===== src/rtl/hrpt_pkg.sv =====
// Shared types and constants for the half-plane region point test block.
// Request/response beats, direction table rows, command and sequencer codes.
// No dependencies.
`default_nettype none

package hrpt_pkg;

   localparam int VAL_W      = 16;
   localparam int NDIR_W     = 5;
   localparam int NCOV_W     = 4;
   localparam int DOT_W      = 2 * VAL_W + 1;   // sum of two 16x16 products
   localparam int OPA_W      = VAL_W;
   localparam int OPB_W      = DOT_W;
   localparam int PROD_W     = OPA_W + OPB_W;
   localparam int CSR_IDX_W  = 2;
   localparam int CSR_DATA_W = 8;

   localparam logic [CSR_IDX_W-1:0] CSR_NUM_DIRECTIONS = 2'd0;
   localparam logic [CSR_IDX_W-1:0] CSR_NUM_COVARIATES = 2'd1;

   typedef enum logic [1:0] {
      CMD_LOAD_DIR  = 2'd0,
      CMD_LOAD_COEF = 2'd1,
      CMD_LOAD_COV  = 2'd2,
      CMD_TEST      = 2'd3
   } cmd_type;

   typedef struct packed {
      cmd_type                  cmd;
      logic [3:0]               dir_index;
      logic [2:0]               cov_index;
      logic signed [VAL_W-1:0]  dir_x;
      logic signed [VAL_W-1:0]  dir_y;
      logic signed [VAL_W-1:0]  orth_x;
      logic signed [VAL_W-1:0]  orth_y;
      logic signed [VAL_W-1:0]  eff_gain;
      logic signed [VAL_W-1:0]  coef_value;
      logic signed [VAL_W-1:0]  point_x;
      logic signed [VAL_W-1:0]  point_y;
   } req_type;

   typedef struct packed {
      logic               inside_res;
      logic [NDIR_W-1:0]  directions_examined;
   } rsp_type;

   typedef struct packed {
      logic signed [VAL_W-1:0]  dir_x;
      logic signed [VAL_W-1:0]  dir_y;
      logic signed [VAL_W-1:0]  orth_x;
      logic signed [VAL_W-1:0]  orth_y;
      logic signed [VAL_W-1:0]  eff_gain;
   } dir_row_type;

   typedef enum logic [4:0] {
      S_IDLE  = 5'b00001,
      S_MUL   = 5'b00010,
      S_DRAIN = 5'b00100,
      S_CMP   = 5'b01000,
      S_DONE  = 5'b10000
   } state_type;

   // Destination of the product leaving the shared multiplier.
   typedef enum logic [2:0] {
      TAG_NONE = 3'd0,
      TAG_A    = 3'd1,
      TAG_B    = 3'd2,
      TAG_G    = 3'd3,
      TAG_C    = 3'd4
   } tag_type;

endpackage

`default_nettype wire


===== src/rtl/hrpt_mul.sv =====
// Shared signed multiplier with a registered product.
// Depends on hrpt_pkg for operand and product widths.
`default_nettype none

module hrpt_mul (
   input  logic                                clock,
   input  logic signed [hrpt_pkg::OPA_W-1:0]   op_a,
   input  logic signed [hrpt_pkg::OPB_W-1:0]   op_b,
   output logic signed [hrpt_pkg::PROD_W-1:0]  prod_ff
);
   import hrpt_pkg::*;

   logic signed [PROD_W-1:0] prod_in;

   assign prod_in = PROD_W'(op_a) * PROD_W'(op_b);

   always_ff @(posedge clock) begin
      prod_ff <= prod_in;
   end

endmodule

`default_nettype wire


===== config.mk =====
export PLATFORM = sky130hd
export DESIGN_NAME = hrpt_mul
export DESIGN_NICKNAME = d
export VERILOG_FILES = /design/src/rtl/hrpt_pkg.sv /design/src/rtl/hrpt_mul.sv
export SDC_FILE = /design/constraint.sdc
export NUM_CORES = 1
export LEC_CHECK = 0
export BUFFER_PORTS_ARGS = -buffer_cell sky130_fd_sc_hd__buf_4
export CAP_MARGIN = 10
export CORE_MARGIN = 2
export CORE_UTILIZATION = 40
export DETAILED_ROUTE_END_ITERATION = 10
export SETUP_SLACK_MARGIN = 0.1
export SLEW_MARGIN = 25
export SYNTH_ARGS = -nofsm -noshare
export SYNTH_HDL_FRONTEND = slang
export SYNTH_SLANG_ARGS = --single-unit

===== constraint.sdc =====
create_clock -name clock -period 14.2 [get_ports clock]
set_clock_uncertainty 0.05 [all_clocks]
set_input_delay 4.26 -clock clock [delete_from_list [all_inputs] [get_ports clock]]
set_output_delay 4.26 -clock clock [all_outputs]
set_load 0.01 [all_outputs]

==> results.sh, run 1 <==
export IMPL_drc_errors=0
export IMPL_crit_fanout=33
export IMPL_synth_nets=2781
export IMPL_yosysTopAreaCell="fa_1"
export IMPL_clock_sinks=49
export IMPL_crit_type="in2reg"
export IMPL_cts_tree="built"
export IMPL_avgRoutedWirePerCell_microns=16.7
export IMPL_core_rowCount=80
export IMPL_synth_area_top_cells="fa_1 52%, inv_1 11%, ha_1 7.6%"
export IMPL_core_area_sq_mm=0.0475
export IMPL_reg_top3="prod_ff: 49 flops"
export IMPL_tns_ps=0
export IMPL_h_tree_depth=2
export IMPL_ys_async_sr_fraction=0
export IMPL_die_h_microns=223
export IMPL_max_clock_freq_ghz=0.0897
export IMPL_required_ps=14360
export IMPL_grt_ovfl_total=0
export IMPL_vias=13400
export IMPL_report_final_setup_viol=0
export IMPL_seq_area_frac_synth=0.0512
export IMPL_path_clk_slew_ps=80
export IMPL_holdPathEnd="prod_ff[0]$_DFF_P_"
export IMPL_dr_pass1_iters=5
export IMPL_synth_cell_types=58
export IMPL_hold_path_class="in2reg"
export IMPL_syn_avg_cell_area_sq_um=9.06
export IMPL_hp_start="op_b[0]"
export IMPL_synth_common_cells="577 x inv_1, 500 x fa_1, 314 x nand2_1"
export IMPL_status="finished, final reports clean"
export IMPL_fin_nets=2805
export IMPL_critPathLaunch="op_a[2]"
export IMPL_whs_path_depth=2
export IMPL_syn2layout_area_growth_pct=7.04
export IMPL_io_pins=99
export IMPL_dp_hpwl_mm=37.7
export IMPL_end_kind="flop"
export IMPL_largest_register="prod_ff"
export IMPL_yosys_warnings=0
export IMPL_grt_max_degree=34
export IMPL_finalCritPeriodShare=0.785
export IMPL_first_iter_violations=634
export IMPL_n_fill_cell=4686
export IMPL_post_cts_setup_buffer_count=0
export IMPL_final_max_slew_viol_count=0
export IMPL_start_kind="input port"
export IMPL_synth_edf_count=0
export IMPL_drive_gt1_frac=0.0575
export IMPL_largest_register_ffs=49
export IMPL_clockRootBuffer="clkbuf_16"
export IMPL_slew_headroom=0.514
export IMPL_numPortBuffers=98
export IMPL_viasPerCell=4.87
export IMPL_post_cts_resized=0
export IMPL_synthMostInstantiatedCell="inv_1"
export IMPL_die_x_microns=223
export IMPL_synth_area_sq_mm=0.0192
export IMPL_antenna_found_initial=2
export IMPL_synth_ff_type="dfxtp_1"
export IMPL_grt_pass1_vias=15300
export IMPL_design_die_area_sq_mm=0.0496
export IMPL_drtAntennaViolNets=0
export IMPL_cts_buffers=5
export IMPL_cp_arrival_ps=11310
export IMPL_clockBufferDepth=2
export IMPL_grt_use_total=0.201
export IMPL_grt_pass1_wl_mm=78.6
export IMPL_synth_top_area_frac=0.523
export IMPL_period_needed_ps=11150
export IMPL_hold_viol=0
export IMPL_worstMarginPinSlew_ps=724
export IMPL_rsz0062_at_grt="no"
export IMPL_syn_inst=2115
export IMPL_maxCapViolCount=0
export IMPL_initial_core_util=0.403
export IMPL_place_congestion=0.892
export IMPL_synth_seq_cells=49
export IMPL_holdBufCountCts=0
export IMPL_totalWireLength_mm=46.0
## metal layers
layer  part of all wire  vias up  track usage
met5            0.00039        -            0
met3              0.046       69       0.0270
met4              0.031        2       0.0630
met1               0.41     6966        0.253
met2               0.51      303        0.359
li1                   -     6079            -
## worst max-delay path, cell delays in order
cell	delay [ps]
buf_4	410
nand2_1	160
fa_1	510
fa_1	520
fa_1	520
inv_1	70
fa_1	500
fa_1	530
inv_1	60
fa_1	470
inv_1	40
ha_1	360
nand3_1	130
o221ai_1	450
a21oi_2	150
a31oi_1	600
and3_1	380
nor2_2	90
o41ai_2	540
a311o_2	310
nand4b_1	110
o311ai_0	100
## stage by stage
stage	utilization	hold slack [ps]	area, sq um	cells	worst slack (ps)
6_report	0.431	4240	20500	2756	3050
3_5_place_dp	0.428	4590	20400	2747	2720
4_1_cts	0.431	4220	20500	2755	3060
3_3_place_gp	0.428	4590	20400	2747	2780
5_1_grt	0.431	4260	20500	2755	2830
2_1_floorplan	-	4330	19200	2115	3990
## kinds of logic after synthesis
kind of cell,Yosys count,share of synthesized area
compound gates,122,0.0429
xor+xnor,50,0.0229
fa+ha+maj,616,0.598
buf+inv,659,0.129
flops,49,0.0512
simple gates,619,0.156
## worst max path at each step
stage	end	slack, ps	depth (start not counted)
2_1_floorplan	prod_ff[48]$_DFF_P_	3990	24
3_3_place_gp	prod_ff[48]$_DFF_P_	2780	22
3_5_place_dp	prod_ff[48]$_DFF_P_	2720	22
4_1_cts	prod_ff[46]$_DFF_P_	3060	22
5_1_grt	prod_ff[46]$_DFF_P_	2830	22
6_report	prod_ff[46]$_DFF_P_	3050	22
## layout by cell type, fill, tap and decap left out, types with 4 or more instances in the layout
cell type | Yosys | layout
ha_1 | 116 | 116
o21ai_0 | 14 | 14
nor3_1 | 5 | 5
dfxtp_1 | 49 | 49
o211ai_1 | 5 | 5
and2_1 | 208 | 208
nand4_1 | 4 | 4
a211oi_1 | 4 | 4
buf_4 | 0 | 98
a21o_1 | 14 | 14
nand2_1 | 314 | 314
o21a_1 | 4 | 4
xnor2_1 | 37 | 37
xor2_1 | 13 | 13
o21bai_1 | 8 | 8
inv_1 | 577 | 577
nand2b_1 | 11 | 11
clkbuf_16 | 0 | 5
nor2_1 | 46 | 46
fa_1 | 500 | 500
nand3_1 | 11 | 11
a21oi_1 | 45 | 45
and3_1 | 5 | 5
## area by class of cell
| cell class | count | area, sq um | area share |
|---|---|---|---|
| Tap cell | 615 | 769 | 0.0375 |
| Inverter | 578 | 2170 | 0.106 |
| Multi-Input combinational cell | 1407 | 15700 | 0.766 |
| Antenna cell | 1 | 2.50 | 0.000122 |
| Sequential cell | 49 | 981 | 0.0478 |
| Clock buffer | 6 | 129 | 0.00629 |
| Clock inverter | 2 | 15.0 | 0.000732 |
| Timing Repair Buffer | 98 | 736 | 0.0359 |
Power of run 1 is not shown: default switching activity piles up to over one toggle a cycle in this logic, so the estimate is an artifact.
==> inputs of run 2 (changes only) <==
==> constraint.sdc (replaced) <==
create_clock -name clock -period 10 [get_ports clock]
set_clock_uncertainty 0.05 [all_clocks]
set_input_delay 3 -clock clock [delete_from_list [all_inputs] [get_ports clock]]
set_output_delay 3 -clock clock [all_outputs]
set_load 0.01 [all_outputs]
==> run 2 against run 1 <==
Cell area grew 0.89%. Setup slack lost 2600 ps. First-iteration DRC count rose by 14%. Critical endpoint is now prod_ff[47]$_DFF_P_. Die area did not move. Routed wire length increased by 4.5%. Largest cell class unchanged. Critical path depth rose by 2. Worst hold slack got worse by 1200 ps. Global-route usage up 1.1 points. Clock-buffer cell count shrank 1. Non-clock buffer count up 18. Via count is 2.1% higher. Core utilization increased by 0.38 points.
==> results.sh, run 2 (synthesis results as in run 1) <==
export IMPL_finalCritPeriodShare=0.954
export IMPL_final_max_slew_viol_count=0
export IMPL_reg_top3="prod_ff: 49 flops"
export IMPL_vias=13700
export IMPL_largest_register_ffs=49
export IMPL_final_cell_mix="577 x inv_1, 500 x fa_1, 314 x nand2_1, 208 x and2_1, 116 x ha_1"
export IMPL_worstMarginPinSlew_ps=599
export IMPL_num_antenna_cells=0
export IMPL_place_congestion=0.867
export IMPL_rsz0062_at_grt="no"
export IMPL_dr_pass1_iters=5
export IMPL_core_area_sq_mm=0.0475
export IMPL_end_kind="flop"
export IMPL_grt_ovfl_total=0
export IMPL_core_rowCount=80
export IMPL_grt_pass1_vias=15700
export IMPL_crit_type="in2reg"
export IMPL_fin_nets=2823
export IMPL_clockBufferDepth=2
export IMPL_whs_path_depth=2
export IMPL_dp_hpwl_mm=39.0
export IMPL_status="finished, final reports clean"
export IMPL_design_die_area_sq_mm=0.0496
export IMPL_avgRoutedWirePerCell_microns=17.3
export IMPL_finish_instance_area_sq_mm=0.0207
export IMPL_max_clock_freq_ghz=0.105
export IMPL_start_kind="input port"
export IMPL_holdBufCountCts=0
export IMPL_dpl_cell_area_sq_mm=0.0205
export IMPL_first_iter_violations=723
export IMPL_antenna_found_initial=1
export IMPL_clock_sinks=49
export IMPL_post_cts_setup_buffer_count=0
export IMPL_cp_arrival_ps=9770
export IMPL_drive_gt1_frac=0.0658
export IMPL_grt_use_total=0.212
export IMPL_die_x_microns=223
export IMPL_final_cells=2773
export IMPL_cts_tree="built"
export IMPL_h_tree_depth=2
export IMPL_initial_core_util=0.403
export IMPL_dp_cells=2765
export IMPL_final_common_cell="inv_1"
export IMPL_largest_register="prod_ff"
export IMPL_hold_viol=0
export IMPL_tns_ps=0
export IMPL_drtAntennaViolNets=0
export IMPL_slew_headroom=0.596
export IMPL_numPortBuffers=98
export IMPL_grt_pass1_wl_mm=82.2
export IMPL_io_pins=99
export IMPL_totalWireLength_mm=48.1
export IMPL_required_ps=10230
export IMPL_viasPerCell=4.94
export IMPL_period_needed_ps=9540
export IMPL_syn2layout_area_growth_pct=7.99
export IMPL_maxCapViolCount=0
export IMPL_post_cts_resized=0
export IMPL_clockRootBuffer="clkbuf_16"
export IMPL_cts_buffers=5
export IMPL_grt_max_degree=34
export IMPL_die_h_microns=223
export IMPL_hold_path_class="in2reg"
export IMPL_crit_fanout=24
export IMPL_path_clk_slew_ps=80
export IMPL_drc_errors=0
export IMPL_report_final_setup_viol=0
==> run 2: worst paths after layout <==
path                     from                   to  slack (ps)
worst max-delay path  op_a[1]  prod_ff[47]$_DFF_P_         460
worst min-delay path  op_b[0]   prod_ff[0]$_DFF_P_        3010
==> run 2: worst max-delay path: stages <==
cell,delay (ps)
buf_4,260
buf_4,240
nand2_1,110
inv_1,160
fa_1,470
fa_1,560
inv_1,60
fa_1,500
inv_1,50
fa_1,500
fa_1,490
inv_1,50
fa_1,470
inv_1,50
ha_1,340
nand3_1,180
or3_4,420
a211oi_2,390
nor3_2,110
o41ai_2,620
o31a_4,240
a22o_2,170
a221o_1,150
xor2_1,130
==> run 2: area by class of cell <==
class	count	area, sq um
timing repair buffer	116	896
sequential	49	981
multi-input combinational	1407	15700
clock buffer	5	125
clock inverter	3	43.8
fill	4657	26900
tap	615	769
inverter	578	2170
==> run 2: metal layers <==
metal	vias up	share of wire	global-route usage
met3	66	0.053	0.0299
li1	6113	-	-
met4	0	0.030	0.0695
met1	7105	0.40	0.265
met5	-	0	0
met2	412	0.52	0.379
==> run 2: through the flow <==
stage	worst slack (ps)	util	hold slack, ps
floorplan	1050	-	3070
global placement	103	0.431	3340
detailed placement	78.8	0.431	3340
CTS	433	0.435	2980
finish	465	0.435	3010
global route	239	0.435	3000
Power of run 2 is left out for the same reason.
==> inputs of run 3 (changes only) <==
--- a/config.mk
+++ b/config.mk
@@ -9,7 +9,9 @@
 export CAP_MARGIN = 10
 export CORE_MARGIN = 2
 export CORE_UTILIZATION = 40
+export CTS_CLUSTER_SIZE = 16
 export DETAILED_ROUTE_END_ITERATION = 10
+export GPL_TIMING_DRIVEN = 0
 export SETUP_SLACK_MARGIN = 0.1
 export SLEW_MARGIN = 25
 export SYNTH_ARGS = -nofsm -noshare
==> constraint.sdc (replaced) <==
create_clock -name clock -period 10 [get_ports clock]
set_clock_uncertainty 0.05 [all_clocks]
set_input_delay 1 -clock clock [delete_from_list [all_inputs] [get_ports clock]]
set_output_delay 1 -clock clock [all_outputs]
set_load 0.01 [all_outputs]
==> run 3 against run 2 <==
Maximum frequency grew 12%. First-iteration DRC count shrank 3.0%. Via count grew 2.2%. Worst hold slack lost 2100 ps. Cell count grew 2.3%. Setup slack gained 1100 ps. Cell area grew 0.57%. Non-clock buffer count grew 63. Sequential cell count is the same. Critical endpoint is now prod_ff[48]$_DFF_P_. Highest routed layer is now met5.
==> results.sh, run 3 (synthesis results as in run 1) <==
export IMPL_design_die_area_sq_mm=0.0496
export IMPL_final_max_slew_viol_count=0
export IMPL_largest_register="prod_ff"
export IMPL_crit_fanout=10
export IMPL_h_tree_depth=2
export IMPL_post_cts_setup_buffer_count=0
export IMPL_busiest_layer="met2"
export IMPL_dr_pass1_iters=5
export IMPL_grt_use_met3=0.0529
export IMPL_cpMostUsedCell="fa_1"
export IMPL_drive_gt1_frac=0.0554
export IMPL_clockRootBuffer="clkbuf_16"
export IMPL_numPortBuffers=98
export IMPL_crit_family="adder cells"
export IMPL_grt_use_total=0.236
export IMPL_grt_pass1_vias=15800
export IMPL_grt_met2_usage=0.405
export IMPL_place_congestion=0.945
export IMPL_path_clk_slew_ps=80
export IMPL_reg_top3="prod_ff: 49 flops"
export IMPL_slew_headroom=0.367
export IMPL_first_iter_violations=701
export IMPL_max_clock_freq_ghz=0.118
export IMPL_viasPerCell=4.94
export IMPL_io_pins=99
export IMPL_tns_ps=0
export IMPL_hold_viol=0
export IMPL_avgRoutedWirePerCell_microns=19.2
export IMPL_core_area_sq_mm=0.0475
export IMPL_cts_tree="built"
export IMPL_die_x_microns=223
export IMPL_largest_register_ffs=49
export IMPL_end_kind="flop"
export IMPL_clock_sinks=49
export IMPL_holdPathEnd="prod_ff[0]$_DFF_P_"
export IMPL_holdBufCountCts=0
export IMPL_hold_path_class="in2reg"
export IMPL_start_kind="input port"
export IMPL_post_cts_resized=0
export IMPL_cp_arrival_ps=8650
export IMPL_crit_type="in2reg"
export IMPL_whs_path_depth=2
export IMPL_dp_cells=2828
export IMPL_grt_pass1_wl_mm=87.7
export IMPL_initial_core_util=0.403
export IMPL_grt_ovfl_total=0
export IMPL_drc_errors=0
export IMPL_critPathMaxStageDelay_ps=670
export IMPL_num_antenna_cells=0
export IMPL_drtAntennaViolNets=0
export IMPL_syn2layout_area_growth_pct=8.61
export IMPL_cts_buffers=5
export IMPL_status="finished, final reports clean"
export IMPL_final_cells=2836
export IMPL_clockBufferDepth=2
export IMPL_met1_usage=0.288
export IMPL_dp_hpwl_mm=46.7
export IMPL_required_ps=10170
export IMPL_final_cell_mix="577 x inv_1, 500 x fa_1, 314 x nand2_1, 208 x and2_1, 116 x ha_1"
export IMPL_fin_nets=2886
export IMPL_cp_num_buf_inv=7
export IMPL_maxCapViolCount=0
export IMPL_rsz0062_at_grt="no"
export IMPL_hp_start="op_a[0]"
export IMPL_finalCritPeriodShare=0.848
export IMPL_die_h_microns=223
export IMPL_period_needed_ps=8480
export IMPL_worstMarginPinSlew_ps=950
export IMPL_vias=14000
export IMPL_grt_max_degree=16
export IMPL_totalWireLength_mm=54.6
export IMPL_report_final_setup_viol=0
export IMPL_crit_slowest_cell="clkbuf_1"
export IMPL_final_common_cell="inv_1"
export IMPL_antenna_found_initial=2
export IMPL_core_rowCount=80
-- run 3: cell types whose count changed in the layout (fill, tap and decap cells not counted) --
cell,change
buf_12,-2
clkinv_2,-1
buf_4,-16
inv_6,-1
clkbuf_1,+80
clkinvlp_4,+2
buf_1,+2
bufinv_16,-1
-- run 3: final cells by class --
type	count	area (sq um)
Clock inverter	2	15.0
Timing Repair Buffer	98	736
Tap cell	615	769
Sequential cell	49	981
Multi-Input combinational cell	1407	15700
Inverter	578	2170
Clock buffer	6	129
Fill cell	4810	26700
Buffer	81	304
-- run 3: worst max path at each step --
| stage | startpoint | end | slack, ps | cells after the start |
|---|---|---|---|---|
| 2_1_floorplan | op_a[1] | prod_ff[48]$_DFF_P_ | 3050 | 24 |
| 4_1_cts | op_a[7] | prod_ff[48]$_DFF_P_ | 1440 | 25 |
| 3_3_place_gp | op_a[7] | prod_ff[48]$_DFF_P_ | 1150 | 25 |
| 6_report | op_a[7] | prod_ff[48]$_DFF_P_ | 1520 | 25 |
| 5_1_grt | op_a[7] | prod_ff[46]$_DFF_P_ | 1140 | 25 |
| 3_5_place_dp | op_a[7] | prod_ff[48]$_DFF_P_ | 1090 | 25 |
-- run 3: per-layer routing --
| metal | wire length (microns) | share of wire |
|---|---|---|
| met2 | 26900 | 0.49 |
| met3 | 3960 | 0.073 |
| met4 | 2320 | 0.043 |
| met1 | 21400 | 0.39 |
| met5 | 10 | 0.00018 |
-- run 3: per-stage QoR --
stage | setup slack [ps] | util | hold WS, ps | cell area (sq um)
after floorplan | 3050 | - | 1070 | 19200
after global placement | 1150 | 0.435 | 1240 | 20700
after detailed placement | 1090 | 0.435 | 1250 | 20700
after CTS | 1440 | 0.438 | 880 | 20800
after global routing | 1140 | 0.438 | 905 | 20800
final | 1520 | 0.438 | 922 | 20800
Power of run 3 is left out for the same reason.
